==> config.mk <==
export PLATFORM = sky130hd
export DESIGN_NAME = fsvr_ctrl
export DESIGN_NICKNAME = d
export VERILOG_FILES = /design/src/rtl/fsvr_pkg.sv /design/src/rtl/fsvr_ctrl.sv
export SDC_FILE = /design/constraint.sdc
export NUM_CORES = 1
export LEC_CHECK = 0
export BUFFER_PORTS_ARGS = -buffer_cell sky130_fd_sc_hd__buf_4
export CAP_MARGIN = 20
export CELL_PAD_IN_SITES_DETAIL_PLACEMENT = 0
export CELL_PAD_IN_SITES_GLOBAL_PLACEMENT = 1
export CORE_AREA = 4 4 41 43
export CTS_BUF_LIST = sky130_fd_sc_hd__clkbuf_8
export DETAILED_ROUTE_END_ITERATION = 10
export DIE_AREA = 0 0 45 47
export GPL_TIMING_DRIVEN = 1
export PLACE_DENSITY = 0.38
export SLEW_MARGIN = 5
export SYNTH_ARGS = -nofsm -noshare
export SYNTH_HDL_FRONTEND = slang
export SYNTH_SLANG_ARGS = --single-unit
==> constraint.sdc <==
create_clock -name clk -period 1 [get_ports clk]
set_clock_uncertainty 0.05 [all_clocks]
set_input_delay 0.15 -clock clk [delete_from_list [all_inputs] [get_ports clk]]
set_output_delay 0.15 -clock clk [all_outputs]
set_load 0.02 [all_outputs]
==> src/rtl/fsvr_pkg.sv <==
// Package for the first-seen value ranker: sizes, payload structs and the
// command/status structs between controller and datapath. No dependencies.
package fsvr_pkg;

	localparam int CAPACITY    = 256;
	localparam int STORE_LIMIT = 256;
	localparam int USABLE_CAP  = (CAPACITY < STORE_LIMIT) ? CAPACITY : STORE_LIMIT;
	localparam int ADDR_W      = (USABLE_CAP > 1) ? $clog2(USABLE_CAP) : 1;
	localparam int VALUE_W     = 32;
	localparam int RANK_W      = 8;
	localparam int COUNT_W     = 9;

	typedef logic signed [VALUE_W-1:0] value_t;
	typedef logic [ADDR_W-1:0]         addr_t;
	typedef logic [RANK_W-1:0]         rank_t;
	typedef logic [COUNT_W-1:0]        count_t;

	localparam count_t CAP_COUNT = COUNT_W'(USABLE_CAP);

	typedef struct packed {
		value_t value;
		logic   start_of_set;
	} in_item_t;

	typedef struct packed {
		rank_t  rank_id;
		logic   is_new;
		logic   overflow;
		count_t distinct_count;
	} out_item_t;

	// Controller to datapath
	typedef struct packed {
		logic load;    // input transfer: latch value, apply start flag
		logic scan;    // step the table scan
		logic commit;  // write result, insert if unseen and room is left
	} dp_cmd_t;

	// Datapath to controller
	typedef struct packed {
		logic hit;       // compare stage matched
		logic scan_end;  // every stored entry compared, no match
		logic out_free;  // output register can take a result
	} dp_status_t;

endpackage

==> src/rtl/fsvr_ctrl.sv <==
// Controller of the first-seen value ranker: idle / scan / result sequencing.
// Depends on fsvr_pkg.
module fsvr_ctrl import fsvr_pkg::*; (
	input  logic       clk,
	input  logic       arst_n,
	input  logic       item_valid,
	output logic       item_ready,
	input  dp_status_t status,
	output dp_cmd_t    cmd
);

	typedef enum logic [1:0] {
		ST_IDLE,
		ST_SCAN,
		ST_RESULT
	} state_t;

	state_t state_q;

	// Decode commands from the current state
	always_comb begin
		item_ready = (state_q == ST_IDLE);
		cmd.load   = item_valid && (state_q == ST_IDLE);
		cmd.scan   = (state_q == ST_SCAN);
		cmd.commit = (state_q == ST_RESULT) && status.out_free;
	end

	// Advance the sequence
	always_ff @(posedge clk or negedge arst_n) begin
		if (!arst_n) begin
			state_q <= ST_IDLE;
		end else begin
			unique case (state_q)
				ST_IDLE: begin
					if (item_valid) state_q <= ST_SCAN;
				end
				ST_SCAN: begin
					if (status.hit || status.scan_end) state_q <= ST_RESULT;
				end
				ST_RESULT: begin
					if (status.out_free) state_q <= ST_IDLE;
				end
				default: state_q <= ST_IDLE;
			endcase
		end
	end

endmodule

==> results of run 1 <==
per-stage QoR:
stage,setup TNS (ns),utilization (%),area [sq um],hold slack (ns),cells
3_5_place_dp,-0.04340,15.77,205.2,-0.1165,36
5_1_grt,-0.9134,23.27,302.8,0.1194,42
6_report,-0.7058,23.27,302.8,0.1075,42
4_1_cts,-0.7424,21.44,279.0,0.1133,40
2_1_floorplan,0,-,118.9,-0.1956,12
3_3_place_gp,-0.03320,15.77,205.2,-0.1155,36
cell families after synthesis:
family                 Yosys count
flip-flops                       2
AO/OA/AOI/OAI                    2
buffers and inverters            2
AND/OR/NAND/NOR                  6
critical path, delay by kind of cell, from the launching register on:
family | cells | cell delay (ns)
buffers and inverters | 3 | 0.31
AND/OR/NAND/NOR | 1 | 0.06
flip-flops | 1 | 0.43
layout by cell type (no fill, tap or decap):
cell	instances
sky130_fd_sc_hd__inv_1	1
sky130_fd_sc_hd__clkbuf_8	3
sky130_fd_sc_hd__buf_6	3
sky130_fd_sc_hd__nor2_1	2
sky130_fd_sc_hd__nand2b_4	2
sky130_fd_sc_hd__nor2_4	1
sky130_fd_sc_hd__o22ai_1	1
sky130_fd_sc_hd__dlygate4sd3_1	1
sky130_fd_sc_hd__buf_4	8
sky130_fd_sc_hd__nor3b_4	1
sky130_fd_sc_hd__dfrtp_2	2
sky130_fd_sc_hd__inv_2	1
sky130_fd_sc_hd__a21o_1	1
how the worst min path moves through the flow:
stage	depth (start not counted)	endpoint	startpoint	slack, ns
after global placement	1	state_q[1]$_DFFE_PN0P_	arst_n	-0.12
after detailed placement	1	state_q[0]$_DFFE_PN0P_	arst_n	-0.12
after floorplan	0	state_q[0]$_DFFE_PN0P_	arst_n	-0.20
after CTS	2	state_q[1]$_DFFE_PN0P_	status[0]	0.11
after global routing	2	state_q[1]$_DFFE_PN0P_	status[0]	0.12
final	2	state_q[1]$_DFFE_PN0P_	status[0]	0.11
power groups by stage:
stage	Clock (uW)	Combinational, uW	Sequential [uW]
after floorplan	0	196	158
after global placement	0	332	161
after detailed placement	0	329	164
after CTS	318	388	188
after global routing	334	491	188
final	315	449	181
per-layer routing:
metal,track usage (%),vias up
met4,3.509,0
met5,0,-
met3,2.299,0
met2,6.780,8
li1,-,69
met1,4.773,70
repair_timing:
action | 4_1_cts | 5_1_grt
endpoints found under the hold margin | 2 | 0
gates resized for setup | 6 | 2
setup buffers | 0 | 2
gates cloned | 0 | 0
hold buffers | 1 | 0
setup endpoints to repair | 4 | 4
pin swaps | 1 | 0
layout make-up:
class / instances / area share, %
Inverter: 2 / 2.479
Tap cell: 15 / 6.198
Multi-Input combinational cell: 8 / 26.03
Sequential cell: 2 / 17.36
Timing Repair Buffer: 12 / 34.30
Clock buffer: 3 / 13.64
==> run summary, run 1 <==
The netlist area before placement is 110.1 sq um, and the count of mapped cells out of synthesis is 12. The register with the most flip-flops in the layout has 2 of them. The flow ran to the end, but the final reports show violations. Counting cells, the worst reg-to-reg path comes to 4.

Routability-driven placement finished with a final weighted congestion of 0.5745. Number of antenna violations at the first check in global routing: 0. The register bank with the most flops is state_q. The critical path ends at cmd[1]. The initial detailed-routing violation count was 0. Counting I/O delays and the setup requirement, the final critical path takes 1.204 ns. The checks that failed: setup timing.

For this configuration, the core starts out at a cell density of 8.462%. In the final layout, the registers with the most flip-flops are state_q x2. For this block, wires on met1 add up to 168 microns.

The run gives 3 as the total CTS buffers. The run gives 0 ns as the register-to-register setup slack. TritonCTS built the clock tree.

The level count of the clock H-tree is 1. The critical path starts at state_q[0]$_DFFE_PN0P_. The largest individual stage delay along the critical path comes from the cell sky130_fd_sc_hd__dfrtp_2. Timing would allow up to 0.8306 GHz.

The tools report the placement-stage worst setup slack as -0.04308 ns. The worst register-to-register path begins at state_q[0]$_DFFE_PN0P_. The wire length reported by the detailed router is 404 microns.

The combinational family with the most area after synthesis was simple AND/OR/NAND/NOR gates. Data on the critical path arrives at its endpoint at 1.00 ns. The clock net sink count is 2. The share of synthesized cell area in and, or, nand and nor gates works out to 35.23%. For this run, the total global-route usage over all layers was measured as 4.502%. The vertical die dimension is 47 microns, and the required arrival time at the worst endpoint is 0.80 ns.

The run gives 44 microns as the detailed-routed wire length on met3. The worst flop-to-flop path endpoint was state_q[0]$_DFFE_PN0P_. After synthesis, the mean cell area works out to 9.176 sq um. The worst setup path is launched from a flip-flop.

The fraction of the cycle the final worst path needs is 120.4%, and the clock-pin slew on the worst setup and hold paths is 0.03 ns. Entering global routing, the biggest net connects 5 pins. Area share of the largest cell type after synthesis: 45.45%.

The library cell with the largest summed area after synthesis is sky130_fd_sc_hd__dfrtp_1. In the routed layout, each cell is associated on average with a via count of 3.500. Yosys mapped a number of flops with a built-in enable equal to 0. The register bit count reported by yosys was 2; the remaining number of nets flagged by the antenna check after routing was 0. The proportion of power drawn by flip-flops and latches is 19.1%, and the remaining design rule violation count is 0. The first global-routing pass estimated 648 microns of wire. For the total number of placement rows, the log shows 13. The tools report the total via count after detailed routing as 147.

The run gives 0 as the reported max-cap violation count. Counting instances in the post-synthesis netlist gives the leading cell types as sky130_fd_sc_hd__nor2_1 (3), sky130_fd_sc_hd__dfrtp_1 (2). The post-route netlist has 77.78% of its cells at a drive strength greater than 1. The number of synthesis warnings was 0; the total chip power was 944.2 uW. The count of buffers added on input and output ports is 9. For this run the aggregate overflow at the end of global routing stands at 0. The die width came out at 45 microns.

Highest fanout seen on the critical path: 4. The clock reaches the later pin of the worst-skew pair after 0.21 ns. The fraction of the mapped netlist area in adder cells is 0%. The slew at the pin closest to its max-slew limit is 0.1685 ns.

Switching fraction of total power: 33.68%. Most common flop cell mapped by yosys: sky130_fd_sc_hd__dfrtp_1. The root buffer cell chosen for the clock tree is sky130_fd_sc_hd__clkbuf_8. In the synthesized netlist the async set-or-reset flop fraction comes to 100.0%.

The tools report the share of total power in the clock network as 33.3%. The synthesized netlist devotes 12.50% of its cell area to compound gates. Multi-input logic area: 78.83 sq um.

For this design the ratio of total power to cell area is 3118 nW/um^2. The critical path is of the reg2out type. The longest individual stage delay on the worst path was 0.43 ns. The filler cells instantiated in the layout total 145. The logs give 0 for the number of antenna diodes and 0 for the number of hold violations in the final report.

From synthesis to final layout, the design area changed by 175.0%. No sink is reached through more buffers than the 2 on the longest clock path. For the number of unique standard cell types used by synthesis, the log shows 9. Across the VDD grid, the largest voltage drop is 0.001102 V. Most common cell in the synthesized netlist: sky130_fd_sc_hd__nor2_1.

Wire segments on met2 add up to 190 microns in the final route. The number of detailed-route iterations in the first pass is 1. The post-synthesis mux area share works out to 0%.

The worst pin sits at a relative slew slack of 88.75%. The tools report the placeable core area as 1301 sq um. The worst setup path is captured at a primary output.

The number of slew-limit violations in the final report is 0. When the netlist entered floorplanning its net count stood at 18. The path class of the tightest hold or removal check is in2reg. Setup repair after global routing could not meet its margin everywhere. The analysis attributes to net switching a power of 318.0 uW. The final critical-path setup slack is -0.2040 ns.

The number of global-route vias before repair is 146. The average wire length per cell after detail routing was 9.619 microns. 10 I/O pins were placed. Sequential cells were found to cover 45.45% of the synthesized design area. Count of nets after finishing: 35. In this run the static leakage power is 0.0001502 uW. The design internal power came out at 626.2 uW.

For the total die area, the log shows 2115 sq um. The critical path goes through buf_4 > nand2b_4 > inv_2 > buf_6. The combinational power share is 47.5%.

In this run the top signal layer used is met3. Once detailed placement completed, the half-perimeter wirelength came to 271.5 microns. Setup violations remaining at the end of the flow were counted as 4.

Summing the areas of all xor and xnor instances in the mapped netlist gives 0% of the synthesized area. Ranked by total cell area, the synthesized netlist is headed by sky130_fd_sc_hd__dfrtp_1 (45%), sky130_fd_sc_hd__nor3b_2 (11%), sky130_fd_sc_hd__nor2_1 (10%). For the area taken by flip-flops and latches, the log shows 52.55 sq um.
No activity file was read; power rests on OpenSTA's default activity.
==> run 2: changes to the inputs <==
ABC_AREA = 1   (was unset)
PLACE_DENSITY = 0.42   (was 0.38)
==> run summary, run 2 <==
The tools report the number of setup violations in the final report as 4 (unchanged). The flip-flop count of the largest register after layout was 2 (unchanged); the highest fanout seen on the critical path was 3 (-1). The kind of critical path was reg2out. Fraction of registers with async set or reset after synthesis: 100.0% (unchanged).

The number of global-route vias before repair was 186 (+27%). The vertical die dimension is 47 microns (unchanged). The number of hold violations in the final report was 0 (unchanged). Register-to-register setup slack: 0.18 ns (+0.18 ns). The total power divided by cell area was 3212 nW/um^2 (+3.0%).

For the total die area, the log shows 2115 sq um (unchanged). The library cell with the largest summed area after synthesis is sky130_fd_sc_hd__dfrtp_1. The level count of the clock H-tree was 1 (unchanged).

The tools report the headroom to the max-slew limit as 90.17% (+1.4 points). TritonCTS built the clock tree. The final RePlAce weighted congestion was 0.5418 (-5.7%); the netlist area before placement was 127.6 sq um (+16%). The end point of the critical path was cmd[0]. The worst setup path is launched from a flip-flop. Total number of placement rows: 13 (unchanged).

Register bit count reported by yosys: 2 (unchanged). The die width came out at 45 microns (unchanged). Setup repair after global routing could not meet its margin everywhere. The final reports fail on setup timing. The run gives 2 (unchanged) as the number of buffers on the longest clock path. The average cell area after synthesis is 6.717 sq um (-27%), and the upper clock frequency limit is 0.8303 GHz (about the same). Total via count after detailed routing: 160 (+8.8%). Traced cell by cell, the critical path runs through inv_2 > nand2_2 > nor2_4 > buf_6. Startpoint of the worst-slack reg-to-reg timing path: state_q[1]$_DFFE_PN0P_.

The synthesized net count was 25 (+7). The library cell used most frequently in the layout, excluding fill and tap cells, is sky130_fd_sc_hd__buf_4. The worst hold path belongs to the class in2reg. The number of fillers in the final layout is 153 (+5.5%), and the placement-stage worst setup slack is 0.006681 ns (+0.04976 ns).

The initial standard-cell utilization of the core is 9.808% (+1.3 points). The number of top-level pins is 10 (unchanged). The multi-input logic area came out at 73.82 sq um (-6.3%). The run gives 47.0% (-0.5 points) as the combinational power share. Placeable core area: 1301 sq um (unchanged). The number of input and output port buffers inserted works out to 9 (unchanged). In the post-synthesis netlist, the biggest area contributors are sky130_fd_sc_hd__dfrtp_1 (39%), sky130_fd_sc_hd__nand2_1 (18%), sky130_fd_sc_hd__inv_1 (12%).

The total CTS buffers was 3 (unchanged). The area growth from synthesis to layout is 129.4%. The fraction of layout instances using a drive strength above 1 works out to 62.50% (-15 points). The switching fraction of total power was 38.53% (+4.8 points); the number of unique standard cell types used by synthesis was 9 (unchanged).

The switching power of the nets was 362.3 uW (+14%). The run gives 40 (+14%) as the count of nets after finishing. In the layout the commonest cells are sky130_fd_sc_hd__buf_4 (6), sky130_fd_sc_hd__nand2_1 (5). The number of antenna diodes was 0 (unchanged); the longest individual stage delay on the worst path was 0.40 ns (-0.03 ns).

Count of placed standard cells including taps: 43 (+19%). The logs give 5 (+5) for the initial detailed-routing violation count and 0.0001534 uW (+2.1%) for the leakage power of the design. The fraction of the cycle the final worst path needs is 120.4% (about the same).

The logs give 280.2 microns (+3.2%) for the detailed-placement wirelength estimate and -0.2043 ns (-0.0003860 ns) for the final critical-path setup slack. For the portion of the post-synthesis area used by sequential elements, the log shows 39.22% (-6.2 points). The number of antenna violations at the first check in global routing came out at 0 (unchanged). The run finished, with violations left. The largest registers in the layout are state_q x2.

Among all flip-flop cells after synthesis, the most frequent one is sky130_fd_sc_hd__dfrtp_1. The logs give 51.30 sq um (-2.4%) for the area taken by flip-flops and latches and 0 (unchanged) for the remaining design rule violation count. The wire length reported by the detailed router is 374 microns (-7.4%). The capturing element type of the critical path is a primary output. Clock-pin slew on the worst setup and hold paths: 0.03 ns (about the same). state_q holds more flip-flops than any other register.

The overall global routing resource usage came out at 5.213% (+0.71 points). The slew at the pin closest to its max-slew limit was 0.1475 ns (-0.02103 ns). The run gives 0.80 ns (about the same) as the required arrival time at the worst endpoint. The clock net sink count is 2 (unchanged). The buffer type at the clock tree root is sky130_fd_sc_hd__clkbuf_8. The commonest cells after synthesis are sky130_fd_sc_hd__nand2_1 (6), sky130_fd_sc_hd__inv_1 (4), sky130_fd_sc_hd__dfrtp_1 (2), sky130_fd_sc_hd__nor2_1 (2). For the proportion of power drawn by flip-flops and latches, the log shows 19.8% (+0.7 points).

The clock period minus worst slack was 1.204 ns (+0.0003860 ns); the number of synthesis warnings was 0 (unchanged). The total setup buffers inserted after CTS came out at 0 (unchanged). The via-per-instance ratio is 3.404 (-2.7%), and the worst IR drop on VDD is 0.001280 V (+16%). On the critical path, the stage with the largest delay is an instance of sky130_fd_sc_hd__dfrtp_1. The most common cell in the synthesized netlist was sky130_fd_sc_hd__nand2_1. The worst flop-to-flop path endpoint was state_q[1]$_DFFE_PN0P_.

The area share of the largest cell type after synthesis is 39.22% (-6.2 points), and the share of total power in the clock network is 33.3% (about the same). The reported max-cap violation count is 0 (unchanged), and the average wire length per cell after detail routing is 7.957 microns (-17%). For the largest net degree at the start of global routing, the log shows 5 (unchanged).

The tools report the number of detailed-route iterations in the first pass as 3 (+2). Filler-free cell count of the finished design: 47 (+12%). The launch point of the critical path is state_q[0]$_DFFE_PN0P_. Number of enable-type register cells in the synthesized netlist: 0 (unchanged). The overall overflow remaining after global route is 0 (unchanged), and the first-pass GRT wire length is 724 microns (+12%). The tools report the critical path arrival as 1.00 ns (about the same). The number of slew-limit violations in the final report is 0 (unchanged).

For the design internal power, the log shows 578.1 uW (-7.7%). The clock insertion delay at the later pin of the skew report is 0.21 ns (about the same), and the count of mapped cells out of synthesis is 19 (+7). The remaining number of nets flagged by the antenna check after routing was 0 (unchanged); the length in cells of the worst reg-to-reg path was 3 (-1).
==> run 2: changes by cell type in the layout (fill, tap and decap cells not counted), sizes merged <==
| cell | previous run | this run |
|---|---|---|
| inv | 2 | 5 |
| nor3b | 1 | 0 |
| nand2b | 2 | 0 |
| o22ai | 1 | 0 |
| nor2 | 3 | 4 |
| nand3 | 0 | 1 |
| a21o | 1 | 0 |
| nand2 | 0 | 7 |
| buf | 11 | 9 |
==> run 2: cell families after synthesis <==
group	Yosys count	share of synthesized area (%)
simple gates	12	46.08
buf+inv	5	14.70
flops	2	39.22
==> run 2: worst min path at each step <==
stage,start,to,slack (ns),cells after the start
global placement,arst_n,state_q[0]$_DFFE_PN0P_,-0.12,1
floorplan,arst_n,state_q[0]$_DFFE_PN0P_,-0.20,0
finish,item_valid,state_q[0]$_DFFE_PN0P_,0.13,3
CTS,item_valid,state_q[0]$_DFFE_PN0P_,0.12,3
detailed placement,arst_n,state_q[1]$_DFFE_PN0P_,-0.11,1
global route,item_valid,state_q[0]$_DFFE_PN0P_,0.13,3
==> run 2: layout make-up <==
type | count | share of cell area [%]
clock buffers | 3 | 14.10
multi-input cells | 12 | 25.21
inverters | 5 | 6.410
repair buffers | 10 | 30.34
well taps | 15 | 6.410
flip-flops and latches | 2 | 17.52
==> run 2: through the flow <==
step           hold WS, ns  setup TNS [ns]  util, %  total power, uW  cell area [sq um]
6_report            0.1250         -0.6522    22.50            940.4              292.8
4_1_cts             0.1195         -0.6283    21.63            921.9              281.5
2_1_floorplan      -0.1956        -0.02043        -            406.6              135.1
5_1_grt             0.1345         -0.8401    22.50             1009              292.8
3_5_place_dp       -0.1146               0    17.02            559.5              221.5
3_3_place_gp       -0.1162               0    17.02            556.4              221.5
==> run 2: repair_timing <==
item	in CTS	in global routing
setup endpoints to repair	4	4
pin swaps	0	1
hold endpoints to repair	2	0
hold buffers	1	0
gates resized for setup	4	3
==> run 2: power groups by stage <==
stage	registers (uW)	logic [uW]	clock network, uW
floorplan	173	234	0
global placement	178	379	0
detailed placement	178	381	0
CTS	181	418	322
global route	192	488	329
finish	186	442	313
==> run 2: critical path, delay by kind of cell (launching register included) <==
family,cells,cell delay [ns]
simple gates,2,0.18
buf+inv,2,0.23
flops,1,0.40
==> run 2: metal layers <==
| metal | vias to the layer above | GRT usage [%] | routed length (microns) |
|---|---|---|---|
| met4 | 0 | 5.263 | 8 |
| met1 | 66 | 5.227 | 142 |
| met3 | 2 | 3.448 | 63 |
| li1 | 80 | - | - |
| met5 | - | 0 | 0 |
| met2 | 12 | 7.062 | 160 |
